**src/sv/dmwnc_pkg.sv**
```systemverilog
// ----------------------------------------------------------------------------
// dmwnc_pkg
// Shared types and constants for the direct-mapped write-back name cache.
// ----------------------------------------------------------------------------
package dmwnc_pkg;

  localparam int KEY_W               = 32;
  localparam int NUM_W               = 32;
  localparam int S_TDATA_W           = 104;
  localparam int M_TDATA_W           = 72;
  localparam int DEFAULT_CACHE_LINES = 32;

  // operation carried in the slave-side tuser
  typedef enum logic [1:0] {
    MODE_RETRIEVE = 2'd0,
    MODE_STORE    = 2'd1,
    MODE_REMOVE   = 2'd2,
    MODE_FLUSH    = 2'd3
  } mode_t;

  // result kind carried in the master-side tuser
  typedef enum logic [1:0] {
    KIND_ANSWER    = 2'd0,
    KIND_WRITEBACK = 2'd1,
    KIND_DELETE    = 2'd2
  } kind_t;

  // one cache line as held in the line RAM (valid lives in flops)
  typedef struct packed {
    logic             on_store;
    logic             dirty;
    logic [NUM_W-1:0] number;
    logic [KEY_W-1:0] tag;
  } line_t;

  // control from the sequencer to the index unit
  typedef struct packed {
    logic load;  // capture a new key
    logic step;  // run the reciprocal stage
  } idx_ctl_t;

endpackage

```
**src/sv/direct_mapped_writeback_name_cache.sv**
```systemverilog
// ----------------------------------------------------------------------------
// direct_mapped_writeback_name_cache
// Direct-mapped write-back cache of name-to-number mappings in front of a
// backing store: retrieve, store, remove and flush, with write-back and
// delete requests. Line data sits in one RAM; valid marks sit in flops.
// One transaction at a time: the key passes the two-stage index unit and
// the registered read of the line RAM, then the decision state and the
//   output register; a new item is accepted once the answer is loaded. Flush
//   reads then checks every line in turn and waits on output stalls.
// Reset: synchronous; valid marks are cleared by reset itself, no clearing pass.
// ----------------------------------------------------------------------------
module direct_mapped_writeback_name_cache import dmwnc_pkg::*; #(
  parameter int CACHE_LINES = DEFAULT_CACHE_LINES
) (
  input  logic                 clk,
  input  logic                 rst,
  input  logic                 s_tvalid,
  output logic                 s_tready,
  // key_name[31:0], object_number[63:32], backing_found[64],
  // backing_number[96:65], zero pad
  input  logic [S_TDATA_W-1:0] s_tdata,
  // mode[1:0]
  input  logic [1:0]           s_tuser,
  output logic                 m_tvalid,
  input  logic                 m_tready,
  // out_name[31:0], out_number[63:32], ok[64], zero pad
  output logic [M_TDATA_W-1:0] m_tdata,
  // kind[1:0]
  output logic [1:0]           m_tuser,
  output logic                 m_tlast
);

  localparam int IDX_W = (CACHE_LINES > 1) ? $clog2(CACHE_LINES) : 1;
  localparam int LINE_W = $bits(line_t);
  localparam logic [IDX_W-1:0] LAST_IDX = IDX_W'(CACHE_LINES - 1);

  typedef enum logic [2:0] {
    ST_IDLE,
    ST_DIV,
    ST_IDX,
    ST_LOOK,
    ST_EMIT,
    ST_FL_RD,
    ST_FL_CHK
  } state_t;

  state_t state;

  // captured transaction
  mode_t            mode_r;
  logic [KEY_W-1:0] key_r;
  logic [NUM_W-1:0] num_r;
  logic             found_r;
  logic [NUM_W-1:0] bnum_r;

  logic [IDX_W-1:0]       idx_r;
  logic [IDX_W-1:0]       ptr;
  logic [CACHE_LINES-1:0] valid;

  // pending results
  logic             first_pend;
  kind_t            first_kind;
  logic [KEY_W-1:0] first_name;
  logic [NUM_W-1:0] first_number;
  logic [KEY_W-1:0] ans_name;
  logic [NUM_W-1:0] ans_number;
  logic             ans_ok;

  // output register
  kind_t            out_kind;
  logic [KEY_W-1:0] out_name;
  logic [NUM_W-1:0] out_number;
  logic             out_ok;

  idx_ctl_t         ictl;
  logic [IDX_W-1:0] idx_calc;

  logic              ram_we;
  logic [IDX_W-1:0]  ram_waddr;
  line_t             ram_wline;
  logic              ram_re;
  logic [IDX_W-1:0]  ram_raddr;
  logic [LINE_W-1:0] ram_rdata;
  line_t             rd_line;

  logic accept;
  logic can_emit;
  logic emit_now;
  logic hit;
  logic fl_dirty;

  // lookup decision
  logic             lk_we;
  line_t            lk_line;
  logic             lk_set_valid;
  logic             lk_clr_valid;
  logic             lk_evict;
  logic             lk_delete;
  logic [NUM_W-1:0] lk_ans_number;
  logic             lk_ans_ok;

  assign s_tready = (state == ST_IDLE);
  assign accept   = s_tvalid && s_tready;
  assign can_emit = !m_tvalid || m_tready;
  assign rd_line  = line_t'(ram_rdata);
  assign hit      = valid[idx_r] && (rd_line.tag == key_r);
  assign fl_dirty = valid[ptr] && rd_line.dirty;

  // output register loads a new result this cycle
  assign emit_now = can_emit && ((state == ST_EMIT) || (state == ST_FL_CHK && fl_dirty));

  assign m_tdata = {{(M_TDATA_W-KEY_W-NUM_W-1){1'b0}}, out_ok, out_number, out_name};
  assign m_tuser = out_kind;

  // line index unit
  assign ictl.load = accept;
  assign ictl.step = (state == ST_DIV);

  dmwnc_index #(
    .CACHE_LINES(CACHE_LINES)
  ) u_index (
    .clk (clk),
    .ctl (ictl),
    .key (s_tdata[KEY_W-1:0]),
    .idx (idx_calc)
  );

  // line RAM
  dmwnc_ram #(
    .WIDTH(LINE_W),
    .DEPTH(CACHE_LINES)
  ) u_lines (
    .clk   (clk),
    .we    (ram_we),
    .waddr (ram_waddr),
    .wdata (ram_wline),
    .re    (ram_re),
    .raddr (ram_raddr),
    .rdata (ram_rdata)
  );

  // per-operation decision on the line just read
  always_comb begin
    lk_we         = 1'b0;
    lk_line       = rd_line;
    lk_set_valid  = 1'b0;
    lk_clr_valid  = 1'b0;
    lk_evict      = 1'b0;
    lk_delete     = 1'b0;
    lk_ans_number = '0;
    lk_ans_ok     = 1'b1;
    unique case (mode_r)
      MODE_RETRIEVE: begin
        if (hit) begin
          lk_ans_number = rd_line.number;
        end else if (found_r) begin
          lk_we         = 1'b1;
          lk_line       = '{on_store: 1'b1, dirty: 1'b0, number: bnum_r, tag: key_r};
          lk_set_valid  = 1'b1;
          lk_evict      = valid[idx_r] && rd_line.dirty;
          lk_ans_number = bnum_r;
        end else begin
          lk_ans_ok = 1'b0;
        end
      end
      MODE_STORE: begin
        if (hit) begin
          lk_we   = (rd_line.number != num_r);
          lk_line = '{on_store: rd_line.on_store, dirty: 1'b1, number: num_r, tag: key_r};
        end else begin
          lk_we        = 1'b1;
          lk_line      = '{on_store: 1'b0, dirty: 1'b1, number: num_r, tag: key_r};
          lk_set_valid = 1'b1;
          lk_evict     = valid[idx_r] && rd_line.dirty;
        end
      end
      MODE_REMOVE: begin
        lk_clr_valid = hit;
        lk_delete    = !(hit && !rd_line.on_store);
        lk_ans_ok    = lk_delete ? found_r : 1'b1;
      end
      MODE_FLUSH: begin
        lk_ans_ok = 1'b1;
      end
      default: begin
        lk_ans_ok = 1'b1;
      end
    endcase
  end

  // RAM port control
  always_comb begin
    ram_re    = (state == ST_IDX) || (state == ST_FL_RD);
    ram_raddr = (state == ST_IDX) ? idx_calc : ptr;
    ram_we    = 1'b0;
    ram_waddr = idx_r;
    ram_wline = lk_line;
    if (state == ST_LOOK) begin
      ram_we = lk_we;
    end else if (state == ST_FL_CHK) begin
      ram_we    = fl_dirty && can_emit;
      ram_waddr = ptr;
      ram_wline = '{on_store: 1'b1, dirty: 1'b0, number: rd_line.number, tag: rd_line.tag};
    end
  end

  // sequencer and output register
  always_ff @(posedge clk) begin
    if (rst) begin
      state      <= ST_IDLE;
      m_tvalid   <= 1'b0;
      valid      <= '0;
      first_pend <= 1'b0;
    end else begin
      if (emit_now) begin
        m_tvalid <= 1'b1;
      end else if (m_tready) begin
        m_tvalid <= 1'b0;
      end
      unique case (state)
        ST_IDLE: begin
          if (accept) begin
            mode_r  <= mode_t'(s_tuser);
            key_r   <= s_tdata[KEY_W-1:0];
            num_r   <= s_tdata[KEY_W +: NUM_W];
            found_r <= s_tdata[KEY_W+NUM_W];
            bnum_r  <= s_tdata[KEY_W+NUM_W+1 +: NUM_W];
            ptr     <= '0;
            state   <= (mode_t'(s_tuser) == MODE_FLUSH) ? ST_FL_RD : ST_DIV;
          end
        end
        ST_DIV: begin
          state <= ST_IDX;
        end
        ST_IDX: begin
          idx_r <= idx_calc;
          state <= ST_LOOK;
        end
        ST_LOOK: begin
          if (lk_set_valid) begin
            valid[idx_r] <= 1'b1;
          end
          if (lk_clr_valid) begin
            valid[idx_r] <= 1'b0;
          end
          first_pend   <= lk_evict || lk_delete;
          first_kind   <= lk_evict ? KIND_WRITEBACK : KIND_DELETE;
          first_name   <= lk_evict ? rd_line.tag : key_r;
          first_number <= lk_evict ? rd_line.number : '0;
          ans_name     <= key_r;
          ans_number   <= lk_ans_number;
          ans_ok       <= lk_ans_ok;
          state        <= ST_EMIT;
        end
        ST_EMIT: begin
          if (can_emit) begin
            if (first_pend) begin
              first_pend <= 1'b0;
              out_kind   <= first_kind;
              out_name   <= first_name;
              out_number <= first_number;
              out_ok     <= 1'b0;
              m_tlast    <= 1'b0;
            end else begin
              out_kind   <= KIND_ANSWER;
              out_name   <= ans_name;
              out_number <= ans_number;
              out_ok     <= ans_ok;
              m_tlast    <= 1'b1;
              state      <= ST_IDLE;
            end
          end
        end
        ST_FL_RD: begin
          state <= ST_FL_CHK;
        end
        ST_FL_CHK: begin
          if (!fl_dirty || can_emit) begin
            if (fl_dirty) begin
              out_kind   <= KIND_WRITEBACK;
              out_name   <= rd_line.tag;
              out_number <= rd_line.number;
              out_ok     <= 1'b0;
              m_tlast    <= 1'b0;
            end
            if (ptr == LAST_IDX) begin
              first_pend <= 1'b0;
              ans_name   <= '0;
              ans_number <= '0;
              ans_ok     <= 1'b1;
              state      <= ST_EMIT;
            end else begin
              ptr   <= ptr + 1'b1;
              state <= ST_FL_RD;
            end
          end
        end
        default: begin
          state <= ST_IDLE;
        end
      endcase
    end
  end

  // checks
  a_ram_ports_exclusive: assert property (@(posedge clk) disable iff (rst)
    ram_we |-> !ram_re)
    else $error("line RAM read and write in the same cycle");

  a_one_item_at_a_time: assert property (@(posedge clk) disable iff (rst)
    (s_tvalid && s_tready) |=> !s_tready)
    else $error("new transaction accepted while one is in progress");

  a_answer_is_last: assert property (@(posedge clk) disable iff (rst)
    (state == ST_EMIT && !first_pend && can_emit) |=> (m_tvalid && m_tlast))
    else $error("answer not presented as final result");

  a_request_not_last: assert property (@(posedge clk) disable iff (rst)
    (m_tvalid && m_tuser != KIND_ANSWER) |-> !m_tlast)
    else $error("write-back or delete request marked last");

endmodule

```
**src/sv/dmwnc_ram.sv**
```systemverilog
// ----------------------------------------------------------------------------
// dmwnc_ram
// Generic single-write, single-read RAM with registered read data.
// ----------------------------------------------------------------------------
module dmwnc_ram #(
  parameter int WIDTH = 8,
  parameter int DEPTH = 32,
  localparam int ADDR_W = (DEPTH > 1) ? $clog2(DEPTH) : 1
) (
  input  logic              clk,
  input  logic              we,
  input  logic [ADDR_W-1:0] waddr,
  input  logic [WIDTH-1:0]  wdata,
  input  logic              re,
  input  logic [ADDR_W-1:0] raddr,
  output logic [WIDTH-1:0]  rdata
);

  logic [WIDTH-1:0] mem [DEPTH];

  // write port
  always_ff @(posedge clk) begin
    if (we) begin
      mem[waddr] <= wdata;
    end
  end

  // registered read port, holds when not enabled
  always_ff @(posedge clk) begin
    if (re) begin
      rdata <= mem[raddr];
    end
  end

endmodule

```
**src/sv/dmwnc_index.sv**
```systemverilog
// ----------------------------------------------------------------------------
// dmwnc_index
// Line index unit: key modulo the line count in two registered stages.
// Stage one folds the key bytes with constant residues of 256^i, stage two
// multiplies by a reciprocal; one compare and subtract finishes the residue.
// ----------------------------------------------------------------------------
module dmwnc_index import dmwnc_pkg::*; #(
  parameter int CACHE_LINES = DEFAULT_CACHE_LINES,
  localparam int IDX_W = (CACHE_LINES > 1) ? $clog2(CACHE_LINES) : 1
) (
  input  logic             clk,
  input  idx_ctl_t         ctl,
  input  logic [KEY_W-1:0] key,
  output logic [IDX_W-1:0] idx
);

  localparam int SUM_W   = 16;
  localparam int RCP_SH  = 22;
  localparam int RCP_W   = RCP_SH + 1;
  localparam int RES_W   = 7;
  localparam int R1      = 256 % CACHE_LINES;
  localparam int R2      = (R1 * 256) % CACHE_LINES;
  localparam int R3      = (R2 * 256) % CACHE_LINES;
  localparam int RECIP   = (1 << RCP_SH) / CACHE_LINES;

  localparam logic [7:0]       R1_C    = 8'(R1);
  localparam logic [7:0]       R2_C    = 8'(R2);
  localparam logic [7:0]       R3_C    = 8'(R3);
  localparam logic [RCP_W-1:0] RECIP_C = RCP_W'(RECIP);
  localparam logic [SUM_W-1:0] LINES_S = SUM_W'(CACHE_LINES);
  localparam logic [RES_W-1:0] LINES_R = RES_W'(CACHE_LINES);

  logic [SUM_W-1:0]       fold;
  logic [SUM_W-1:0]       sum_r;
  logic [SUM_W+RCP_W-1:0] prod;
  logic [SUM_W-1:0]       q_r;
  logic [SUM_W-1:0]       qn;
  logic [RES_W-1:0]       res;
  logic [RES_W-1:0]       res_fix;

  // byte fold, value stays below 2^16
  assign fold = SUM_W'(key[7:0])
              + SUM_W'(key[15:8]  * R1_C)
              + SUM_W'(key[23:16] * R2_C)
              + SUM_W'(key[31:24] * R3_C);

  always_ff @(posedge clk) begin
    if (ctl.load) begin
      sum_r <= fold;
    end
  end

  // quotient estimate, low by at most one
  assign prod = (SUM_W+RCP_W)'(sum_r) * (SUM_W+RCP_W)'(RECIP_C);

  always_ff @(posedge clk) begin
    if (ctl.step) begin
      q_r <= prod[RCP_SH +: SUM_W];
    end
  end

  // residue lies in [0, 2N); one correction
  assign qn      = SUM_W'(q_r * LINES_S);
  assign res     = RES_W'(sum_r - qn);
  assign res_fix = (res >= LINES_R) ? res - LINES_R : res;
  assign idx     = res_fix[IDX_W-1:0];

endmodule

```
**config.mk**
```make
export PLATFORM = sky130hd
export DESIGN_NAME = direct_mapped_writeback_name_cache
export DESIGN_NICKNAME = d
export VERILOG_FILES = /design/src/sv/dmwnc_pkg.sv /design/src/sv/direct_mapped_writeback_name_cache.sv /design/src/sv/dmwnc_ram.sv /design/src/sv/dmwnc_index.sv
export SDC_FILE = /design/constraint.sdc
export NUM_CORES = 2
export LEC_CHECK = 0
export ABC_AREA = 1
export BUFFER_PORTS_ARGS = -buffer_cell sky130_fd_sc_hd__clkbuf_2
export CORE_ASPECT_RATIO = 1.75
export CORE_MARGIN = 2
export CORE_UTILIZATION = 45
export DETAILED_ROUTE_END_ITERATION = 10
export HOLD_SLACK_MARGIN = 0.03
export PLACE_DENSITY_LB_ADDON = 0.2
export SLEW_MARGIN = 20
export SYNTH_ARGS = -nofsm -noshare
export SYNTH_HDL_FRONTEND = slang
export SYNTH_SLANG_ARGS = --single-unit
```
**constraint.sdc**
```tcl
create_clock -name clk -period 8.9 [get_ports clk]
set_input_delay 1.78 -clock clk [delete_from_list [all_inputs] [get_ports clk]]
set_output_delay 1.78 -clock clk [all_outputs]
set_load 0.01 [all_outputs]
```
==> results.md <==
- Crit path DAT: 6120 ps
- Hold_buf cts: 0
- Die Y: 637 µm
- Slowest cell on crit path: edfxtp_1
- Remaining antenna violation count: 0
- Rows: 232
- Final setup viols: 0
- Async set-reset flop share out of synthesis: 0%
- Final Wtd Congestion: 0.861
- Yosys cell types: 36
- Sink Count: 2528
- Total track usage: 25.1%
- H-Tree Depth: 4
- Power Density: 283 nW/µm²
- Yosys reg bits: 2528
- Multi-input gate area in the final layout: 24600 µm²
- Overflow after GRT: 0
- Fmax: 177 MHz
- Largest net degree at the start of global routing: 225
- Initial antenna violation count: 5
- Status: completed
- Core Region: approximately 230000 µm²
- Die W: 366 µm
- Period utilisation layout: between 60% and 70%
- RSZ-0062 raised after global routing: no
- Initial Utilization: a little under half
- Non-filler cells, final: around 12k
- CTS Root Cell: clkbuf_16
- Area growth from synthesis to layout: 10.8%
- Drt pass-1 iters: 6
- Worst Hold Class: reg2reg
- Layout cells sized above 1: 8.48%
- Fin Hold WS: 462 ps
- Routed Wire Length: around 300000 µm
- Primary FF master, synth: edfxtp_1
- Port Buffers: about 170
- # Max-Cap Violations: 0
- EDFF count, synth: 2491
- Final min period: between 5000 and 6000 ps
- Starting DRT DRC Count: 8524
- Top cell type's share of synthesized area: between 70% and 80%
- # DRC: 0
- Lkg Pwr: between 30 and 40 nW
- Post-CTS Setup Inserts: 0
- VDD IR max: 0.190 mV
- Clock Skew: 39.2 ps
- Crit-path leading delay family: buffers and inverters
- DR WL/cell: approximately 25 µm
- Slew HR: 17.5%
- Reg area: 75500 µm²
- Mapped Cells: 8681
- Vias in the first global route: 67.9k
- I/O pins: 187
- Endpoint type of the worst setup path: flip-flop
- Net count reported at finish: 8777
- Post-Synthesis Mean Instance Area: 11.9 µm²
- Dpl cells: 11.5k
- TritonCTS Buffers: approximately 220
- Top cells by area, synth: edfxtp_1, o21ai_0, nand2_1, nor2_1, o22ai_1
- Post-Syn Area: 103000 µm²
- Routed via count: 69.9k
- Total power: 32.4 mW
- Critical path, cell by cell: inv_1 -> nand2_1 -> nand2_1 -> nand2_1 -> nand2_1 -> nand2_1 -> nand2_1 -> nor2_1 -> nand2_2 -> nand2_4 -> nand3_1 -> nand3_1 -> nand2_1 -> buf_4 -> nor3_2 -> buf_4 -> buf_4
- Setup tns final: 0 ps
- CP peak stage delay: 1070 ps
- Post-synthesis sequential area ratio: 73.3%
- Pre-CTS setup slack: 3320 ps
- Setup ws final: about 3300 ps
- Crit start category: flip-flop
- TritonCTS clock tree: built
- Worst path bufs/invs: 4
- Worst-Margin Slew: 1220 ps
- Synth warn: 0
- Dpl hpwl: 153000 µm
- Final hold vios: 0
- Crit path max fanout: 37
- Clock latency on the worst-skew pair: 880 ps
- Clk buf depth: 4
- # resized after CTS: 0
- Via-per-instance ratio: 5.89
- Fill cells: 19.5k
- Critical Path RT: 9380 ps
- Yosys top cell by area: edfxtp_1
- Final Max Slew Viols: 0
- DIE AREA: 233000 µm²
- Clock transition at the registers of the reported paths: 70 ps
- Cell mode on critical path: nand2_1
- First-pass GRT wire length: roughly 440000 µm
- Type of the worst setup path: reg2reg
==> metrics by stage <==
stage	util, %	instance area [µm²]
after floorplan	-	103000
after global placement	47.0	107000
after detailed placement	47.0	107000
after CTS	50.1	114000
after global routing	50.1	114000
final	50.1	114000
==> where the power goes <==
group	internal, mW	switching (mW)	total [mW]
logic	2.03	6.32	8.35
clock network	5.22	4.27	9.49
registers	14.3	0.217	14.5
==> synth_stat cells (all sizes together), types with 4 or more instances <==
library cell / count
xor2: 30
dfxtp: 37
xnor2: 10
o22ai: 534
nand4: 4
o21ai: 1283
nor2: 1177
inv: 261
a21oi: 97
a22oi: 4
clkbuf: 431
clkinv: 4
nor3: 43
nand2: 1512
buf: 153
nand3: 600
edfxtp: 2491
==> state kept, by name (all words and copies together), names as in the netlist, 3 cells and up <==
register       flops
u_index.sum_r      5
ans_name          32
state              3
num_r             32
out_number        32
u_lines.mem     2112
ans_number        32
first_name        32
ptr                5
idx_r              5
valid             32
first_number      32
bnum_r            32
key_r             32
out_name          32
u_lines.rdata     66
==> placed cells by master (no fill, tap or decap), drive strengths merged, types with 97 or more instances in the layout <==
cell type  instances
edfxtp          2491
nand2           1512
o21ai           1283
nor2            1177
nand3            600
o22ai            534
clkbuf           432
inv              267
buf              169
a21oi             97
==> area by class of cell <==
cell class | count | area share (%)
Clock buffer | 260 | 4.96
Timing Repair Buffer | 341 | 2.04
Inverter | 265 | 0.899
Tap cell | 3042 | 3.33
Antenna cell | 2 | 0.00438
Clock inverter | 125 | 1.09
Multi-Input combinational cell | 5310 | 21.5
Sequential cell | 2528 | 66.1
==> routing by layer <==
layer,part of all wire [%],global-route usage (%),vias up
met2,50,43.6,3223
li1,-,-,31100
met3,7.3,2.73,721
met4,4.4,10.8,0
met1,39,31.9,34900
met5,0,0,-
==> cell families after synthesis <==
kind of cell	share of synthesized area, %
xor+xnor	0.340
compound gates	10.0
other cells	0.00364
buf+inv	3.31
fa+ha+maj	0.0243
flops	73.3
simple gates	13.0
==> final timing paths <==
| check | cells after the start | slack, ps | end | start |
|---|---|---|---|---|
| setup / recovery | 17 | 3260 | u_lines.mem[24][44] | idx_r[0] |
| hold / removal | 0 | 460 | idx_r[3] | u_index.sum_r[3] |
| setup reg to reg | 17 | 3260 | u_lines.mem[24][44] | idx_r[0] |
| hold reg to reg | 0 | 460 | idx_r[3] | u_index.sum_r[3] |
(Power assumes the default switching activity.)
